### config.mk
export PLATFORM = sky130hd
export DESIGN_NAME = lmst_secs
export DESIGN_NICKNAME = d
export VERILOG_FILES = /design/src/sv/lmst_pkg.sv /design/src/sv/lmst_secs.sv
export SDC_FILE = /design/constraint.sdc
export NUM_CORES = 1
export LEC_CHECK = 0
export ABC_CLOCK_PERIOD_IN_PS = 8000
export BUFFER_PORTS_ARGS = -buffer_cell sky130_fd_sc_hd__buf_2
export CAP_MARGIN = 20
export CORE_MARGIN = 1.5
export CORE_UTILIZATION = 33
export DETAILED_ROUTE_END_ITERATION = 10
export MAX_ROUTING_LAYER = met4
export PLACE_DENSITY = 0.63
export SLEW_MARGIN = 20
export SYNTH_ARGS = -nofsm -noshare
export SYNTH_HDL_FRONTEND = slang
export SYNTH_SLANG_ARGS = --single-unit
### constraint.sdc
create_clock -name clk -period 8 [get_ports clk]
set_input_delay 0.4 -clock clk [delete_from_list [all_inputs] [get_ports clk]]
set_output_delay 0.4 -clock clk [all_outputs]
set_load 0.005 [all_outputs]
### src/sv/lmst_pkg.sv
package lmst_pkg;

  localparam int ANGLE_BITS_DEF = 32;

  // signed seconds from J2000 noon and its magnitude
  localparam int SECS_W = 38;
  localparam int MAG_W  = 37;
  localparam int QUAD_W = 57;

  // constants in units of 2^-64 turn (square constant 2^-128 turn), rounded to nearest
  localparam logic [191:0] BASE_WIDE =
    ((192'd28046061837 << 65) / (192'd360 * 192'd100000000) + 192'd1) >> 1;
  localparam logic [191:0] RATE_WIDE =
    ((192'd36098564736629 << 65) /
     (192'd360 * 192'd86400 * 192'd100000 * 192'd1000000) + 192'd1) >> 1;
  localparam logic [191:0] QUAD_WIDE =
    ((192'd388 << 129) /
     (192'd360 * 192'd86400 * 192'd86400 * 192'd36525 * 192'd36525 * 192'd1000000)
     + 192'd1) >> 1;

  localparam logic [63:0] BASE_C0 = BASE_WIDE[63:0];
  // rate constant stays below 2^48, split in two 24-bit halves
  localparam logic [23:0] RATE_K_LO = RATE_WIDE[23:0];
  localparam logic [23:0] RATE_K_HI = RATE_WIDE[47:24];
  // square constant stays below 2^46
  localparam logic [45:0] QUAD_Q = QUAD_WIDE[45:0];

  typedef struct packed {
    logic signed [SECS_W-1:0] secs;
    logic [MAG_W-1:0]         mag;
  } secs_t;

  typedef struct packed {
    logic [63:0]       rate;
    logic [QUAD_W-1:0] quad;
  } poly_t;

  // floor(275 * m / 9)
  function automatic logic [8:0] month_days(input logic [3:0] m);
    logic [8:0] r;
    case (m)
      4'd0:    r = 9'd0;
      4'd1:    r = 9'd30;
      4'd2:    r = 9'd61;
      4'd3:    r = 9'd91;
      4'd4:    r = 9'd122;
      4'd5:    r = 9'd152;
      4'd6:    r = 9'd183;
      4'd7:    r = 9'd213;
      4'd8:    r = 9'd244;
      4'd9:    r = 9'd275;
      4'd10:   r = 9'd305;
      4'd11:   r = 9'd336;
      4'd12:   r = 9'd366;
      4'd13:   r = 9'd397;
      4'd14:   r = 9'd427;
      default: r = 9'd458;
    endcase
    return r;
  endfunction

endpackage

### src/sv/lmst_secs.sv
module lmst_secs (
  input  logic                  clk,
  input  logic                  rst_n,
  input  logic                  in_valid,
  output logic                  in_ready,
  input  logic [11:0]           year,
  input  logic [3:0]            month,
  input  logic [4:0]            day,
  input  logic [4:0]            hour,
  input  logic [5:0]            minute,
  input  logic [5:0]            second,
  output logic                  out_valid,
  input  logic                  out_ready,
  output lmst_pkg::secs_t       out_data
);

  logic [2:0] v_r;
  logic [2:0] rdy;

  // stage a: day number and time of day
  logic [4:0]         m9;
  logic [1:0]         mq;
  logic [12:0]        yy;
  logic [15:0]        yy7;
  logic [20:0]        t1;
  logic [8:0]         t3;
  logic signed [22:0] w_wide;
  logic signed [20:0] w_nxt, w_r;
  logic [16:0]        tod_nxt, tod_r;

  // stage b: seconds from J2000 noon
  logic signed [38:0] secs_wide;
  logic signed [lmst_pkg::SECS_W-1:0] secs_nxt, secs_b_r;

  // stage c: magnitude
  logic [lmst_pkg::SECS_W-1:0] secs_neg;
  logic [lmst_pkg::MAG_W-1:0]  mag_nxt, mag_r;
  logic signed [lmst_pkg::SECS_W-1:0] secs_c_r;

  assign rdy[2]   = !v_r[2] || out_ready;
  assign rdy[1]   = !v_r[1] || rdy[2];
  assign rdy[0]   = !v_r[0] || rdy[1];
  assign in_ready = rdy[0];

  always_comb begin
    m9     = {1'b0, month} + 5'd9;
    mq     = (m9 >= 5'd24) ? 2'd2 : ((m9 >= 5'd12) ? 2'd1 : 2'd0);
    yy     = {1'b0, year} + {11'b0, mq};
    yy7    = {3'b0, yy} * 16'd7;
    t1     = {9'b0, year} * 21'd367;
    t3     = lmst_pkg::month_days(month);
    w_wide = $signed({2'b0, t1}) - $signed({9'b0, yy7[15:2]}) + $signed({14'b0, t3})
             + $signed({18'b0, day}) - 23'sd730531;
    w_nxt  = $signed(w_wide[20:0]);
    tod_nxt = {12'b0, hour} * 17'd3600 + {11'b0, minute} * 17'd60 + {11'b0, second};
  end

  always_comb begin
    secs_wide = w_r * 39'sd86400 + $signed({22'b0, tod_r}) - 39'sd43200;
    secs_nxt  = $signed(secs_wide[lmst_pkg::SECS_W-1:0]);
  end

  always_comb begin
    secs_neg = -secs_b_r;
    mag_nxt  = secs_b_r[lmst_pkg::SECS_W-1] ? secs_neg[lmst_pkg::MAG_W-1:0]
                                            : secs_b_r[lmst_pkg::MAG_W-1:0];
  end

  always_ff @(posedge clk) begin
    if (!rst_n) begin
      v_r <= '0;
    end else begin
      if (rdy[0]) v_r[0] <= in_valid;
      if (rdy[1]) v_r[1] <= v_r[0];
      if (rdy[2]) v_r[2] <= v_r[1];
    end
  end

  always_ff @(posedge clk) begin
    if (rdy[0] && in_valid) begin
      w_r   <= w_nxt;
      tod_r <= tod_nxt;
    end
    if (rdy[1] && v_r[0]) begin
      secs_b_r <= secs_nxt;
    end
    if (rdy[2] && v_r[1]) begin
      secs_c_r <= secs_b_r;
      mag_r    <= mag_nxt;
    end
  end

  assign out_valid     = v_r[2];
  assign out_data.secs = secs_c_r;
  assign out_data.mag  = mag_r;

`ifndef SYNTH
  a_hold_b: assert property (@(posedge clk) disable iff (!rst_n)
    (v_r[1] && !rdy[2]) |=> (v_r[1] && $stable(secs_b_r)))
    else $error("stalled seconds stage changed");
`endif

endmodule

---- Word level (Yosys, flattened, before mapping) ----
Memories as Yosys holds them, arrays and structs flattened.
Index checks and enable logic that the tools add are counted.
word-level totals
  input port bits ......................... 42
  memory bits (writable) .................. 0
  latch bits .............................. 0
  bits in registers ....................... 154
  memory bits (read-only) ................. 144
  output and inout port bits .............. 77
  memories kept ........................... 1
memories
  memory           depth  width  read ports  clocked after memory_dff  wr ports  line            text
  (no name shown)  16     9      1           0                         0         lmst_pkg.sv:41  case (m)
cells by class
  bitwise gates (word level) .............. 0
  shifts and indexed selects .............. 0
  equality and inequality tests ........... 0
  reductions and logical operators ........ 9
  mux-type cells .......................... 3
  divide/modulo/power cells ............... 0
  add/subtract/negate cells ............... 11
  magnitude comparators ................... 2
  multipliers ............................. 5
operators by type and width
  cell                      count
  $add A38 B18 Y38          1
  $sub A38 B17 Y38 const B  1
  $mux W37                  1
  $neg A37 Y37              1
  $mul A21 B11 Y31 const B  1
  $add A21 B10 Y21          1
  $add A21 B6 Y21           1
  $mul A12 B9 Y21 const B   1
  $sub A21 B14 Y21          1
  $sub A21 B21 Y21 const B  1
  $add A17 B12 Y17          1
  $add A17 B6 Y17           1
  $mul A13 B3 Y16 const B   1
  $add A12 B2 Y13           1
  $mul A5 B8 Y13 const B    1
  $mul A6 B4 Y10 const B    1
  $add A4 B4 Y5 const B     1
  $ge A5 B4 Y1 const B      1
  $ge A5 B5 Y1 const B      1
  $logic_and A1 B1 Y1       3
  $logic_not A1 Y1          3
  $logic_or A1 B1 Y1        3
  $mux W2                   1
  $mux W1                   1

---- Depth between registers and ports, before layout ----
  depth after elaboration ................. 10
  depth in mapped cells ................... 41

---- Worst setup path after synthesis ----
No wires, ideal clock.
  kind .................................... input -> register
  start ................................... input port month[2]
  end ..................................... register w_r[19] (data pin)
  data required time ...................... 7738 ps
  stages .................................. 39
  arrival ................................. 8287 ps
  setup time .............................. 262 ps
  slack ................................... -549 ps
  cells stage by stage .................... clkbuf_1 -> nor2_1 -> a31oi_1 -> nor2_1 -> nor2_1 -> ha_1 -> inv_1 -> fa_1 -> xnor2_1 -> fa_1 -> ha_1 -> inv_1 -> fa_1 -> nor2b_1 -> o21ai_0 -> a21boi_0 -> o21ai_0 -> a21boi_0 -> [3 not listed] -> nand2b_1 -> xnor2_1 -> ha_1 -> inv_1 -> fa_1 -> fa_1 -> fa_1 -> fa_1 -> inv_1 -> ha_1 -> a21o_1 -> nand2_1 -> inv_1 -> a2111oi_0 -> o21bai_1 -> a21o_1 -> a211oi_1 -> xnor2_1
on the way
  word-level cells in the longest chain between the ends .. 10
  elaborated cells between the ends (all ways) .. 12
  those cells by class .................... 6 x add/sub; 1 x mul; 2 x order compare; 2 x mux; 1 x memory
RTL lines
  item                    line             text
  start: declaration      lmst_secs.sv:7   input logic [3:0] month,
  $add A4 B4 Y5           lmst_secs.sv:46  m9 = {1'b0, month} + 5'd9;
  $ge A5 B4 Y1            lmst_secs.sv:47  mq = (m9 >= 5'd24) ? 2'd2 : ((m9 >= 5'd12) ? 2'd1 : 2'd0);
  $mux W1                 lmst_secs.sv:47
  $mux W2                 lmst_secs.sv:47
  $add A12 B2 Y13         lmst_secs.sv:48  yy = {1'b0, year} + {11'b0, mq};
  $mul A13 B3 Y16         lmst_secs.sv:49  yy7 = {3'b0, yy} * 16'd7;
  $sub A21 B14 Y21        lmst_secs.sv:52  w_wide = $signed({2'b0, t1}) - $signed({9'b0, yy7[15:2]}) + $signed({14'b0, t3})
  $add A21 B10 Y21 (*)    lmst_secs.sv:52
  $add A21 B6 Y21 (*)     lmst_secs.sv:53  + $signed({18'b0, day}) - 23'sd730531;
  $sub A21 B21 Y21 (*)    lmst_secs.sv:53
  net w_wide[19]          lmst_secs.sv:27  logic signed [22:0] w_wide;
  end signal: assignment  lmst_secs.sv:81  w_r <= w_nxt;
  end: declaration        lmst_secs.sv:28  logic signed [20:0] w_nxt, w_r;
Mark *: on every way through the listed nets, which the timed path passes. The rest lies on a longest branch.
A chain may end at the register's enable or synchronous reset.

---- Final worst setup path ----
  start ................................... input port month[1]
  end ..................................... register w_r[19] (data pin)
Same word-level chain as after synthesis.

==> metrics.txt <==
Post-CTS Hold Buffers=0; DP HPWL=27100 microns; worst r2r dst=secs_b_r[37]$_DFFE_PP_; Synth Area in Simple Gates=5.85%; Startpoint Class=input port; area grow syn2layout=17.7%; initial antenna violation count=0; Placed Area=19300 sq um; Multi-input gate area=11300 sq um; outcome=complete, no violations; Compound-Gate Fraction of Synth Area=10.4%; Overflow after GRT=0; drt drc=0; post-route cell area=20200 sq um; Ports=119; Synth Area in Adders=40.3%; most used cell, CP=inv_2; Die Wd=231 microns; synthesized flop and latch total=153; fraction of layout cells with a size suffix above 1=15.6%; number of synthesized flops with an enable pin=150; hold endpoint=tod_r[1]$_DFFE_PP_; largest net degree at the start of global routing=75; number of global-route vias before repair=11900; Final Hold Vio Count=0; Initial DRT Pass Iterations=4; remaining antenna violation count=0; Die Ht=231 microns; drt initial violations=409; Routed WL=31800 microns; Row Count=83; crit path DAT=7.96 ns; first-pass GRT wire length=54800 microns; worst min path class=in -> reg; Slowest cell on crit path=fa_2; H-tree depth=4; fillers=4987; Worst Setup End Kind=flop; root buffer cell=clkbuf_16; Worst Path Max Fanout=4; Synth cell types=62; Reg2Reg Depth=24; Core Util, Final=39.3%; Required @ worst endpoint=8.18 ns; FF-to-FF setup slack=0.78 ns; core area=51300 sq um; sequential cell area=4560 sq um; RSZ-0062 raised after global routing=yes; Placer Congestion=0.864; post-synthesis cell area=17200 sq um; xor and xnor area share after synthesis=7.74%; fmax=129 MHz; Max Slew Vio Count=0; Yosys warnings=0; Setup Skew=0.0131 ns; Period minus WS final=7.78 ns; clk_lat worst skew=0.43 ns; final setup vio count=0; Async SR Flop Fraction=0%; Seq/Total Area, Yosys=26.6%; Syn Inst Count=1641; ys flop type=edfxtp_1; total CTS buffers=17; Hold Path Cell Cnt=1; initial core utilization=33.4%; all-layer global routing usage=12.7%; worst slew pin tran=0.890 ns; vias per inst=4.47; Avg Cell Area, Syn=10.5 sq um; Setup CP Type=in -> reg; Clock Sinks=153; clk slew on worst S/H paths=0.07 ns; maximum clock path buffer count=2; FF-to-FF Start=w_r[6]$_DFFE_PP_; Tcrit/Tclk final=97.2%; number of port buffers=118; Nets=2355; syn nets=2139; CTS tree=done; routed length per instance=12.5 microns; full die area=53400 sq um; Via Count=11400; Max Cap Viol=0; largest family of logic cells by synthesized area=adder cells; mux cell area share after synthesis=0.233%; Inserted Diodes=0; worst stage delay on the critical path=0.59 ns; hold path start=second[1]; Slew HR=40.7%
worst max path at each step:
stage	end	start	cells past startpoint
final	w_r[19]$_DFFE_PP_	month[1]	37
after global routing	w_r[20]$_DFFE_PP_	month[1]	40
after CTS	w_r[19]$_DFFE_PP_	month[0]	34
after detailed placement	w_r[19]$_DFFE_PP_	month[0]	39
after global placement	w_r[19]$_DFFE_PP_	month[0]	39
after floorplan	w_r[19]$_DFFE_PP_	month[2]	39
synthesized netlist by cell type (all sizes together) (10+ instances only):
master	count	share of area (%)
nand2	49	1.1
nor2	52	1.1
nand3	16	0.47
o21a	10	0.44
xnor2	114	5.8
o21ai	52	1.5
inv	398	8.7
o21bai	21	0.92
a21oi	81	2.4
fa	160	19
nor3	11	0.32
o31ai	13	0.65
or3	10	0.36
a21o	49	2.1
xor2	35	1.8
nor2b	12	0.44
ha	296	22
edfxtp	150	26
cell families (layout without fill, tap and decap cells):
group,count (synthesis),count (layout)
fa+ha+maj,457,457
simple gates,197,197
mux,4,4
compound gates,275,275
buf+inv,405,632
xor+xnor,150,150
flops,153,153
cell type report:
class	count	share of cell area (%)
multi-input cells	1083	56.2
flip-flops and latches	153	22.6
inverters	398	7.40
repair buffers	204	6.39
well taps	680	4.22
clock buffers	17	2.11
clock inverters	13	1.08
sequential cells by signal, summed over array words and instances, names as in the netlist:
register / count
mag_r: 37
secs_b_r: 38
secs_c_r: 37
tod_r: 17
v_r: 3
w_r: 21
worst max-delay path: cells and delay by family:
kind	cells	cell delay [ns]
xor+xnor	2	0.19
simple gates	5	0.54
buf+inv	7	0.48
compound gates	12	1.98
fa+ha+maj	11	4.35
what timing repair did:
item / 4_1_cts / 5_1_grt
resized for setup: 9 / 53
buffers inserted: 1 / 6
pin swaps: 3 / 59
endpoints found under the setup margin: 6 / 8
cloned: 0 / 0
metal layers:
layer / up-vias / part of all wire (%) / global-route usage (%) / wire length (microns)
li1: 5883 / - / - / -
met1: 5361 / 49 / 16.3 / 15700
met2: 119 / 48 / 21.5 / 15200
met3: 17 / 1.7 / 1.38 / 556
met4: 0 / 0.83 / 2.78 / 265
met5: - / 0 / - / 0
per-stage QoR:
step                        TNS, ns  worst slack (ns)  hold WS (ns)  std cells
final                             0             0.225         0.165       2548
after global routing         -0.264           -0.0886         0.139       2548
after CTS                         0           0.00645         0.144       2541
after detailed placement      -4.21            -0.728         0.405       2510
after global placement        -2.40            -0.509         0.402       2509
after floorplan           -0.000536         -0.000536         0.400       1641
layout by cell type, fill, tap and decap left out, drive strengths merged, types with 3 or more instances in the layout:
cell    netlist  layout
edfxtp      150     150
clkbuf        6      17
nand3        16      16
and2          6       6
nor4          4       4
inv         398     402
ha          296     296
xnor2       114     114
a21o         49      49
nand2        49      49
and3          3       3
dfxtp         3       3
o41ai         8       8
nor2b        12      12
a21boi        7       7
buf           1     204
o21ai        52      52
a21oi        81      81
nor2         52      52
nor3         11      11
o211ai        3       3
xor2         35      35
a31oi         6       6
mux2i         4       4
bufinv        0       5
fa          160     160
nand2b        9       9
o31ai        13      13
or3          10      10
or4           9       9
clkinv        0       4
a211oi        8       8
o21bai       21      21
o21a         10      10
nand4         9       9
Power is not shown: default switching activity piles up to over one toggle a cycle in this logic, so the estimate is an artifact.
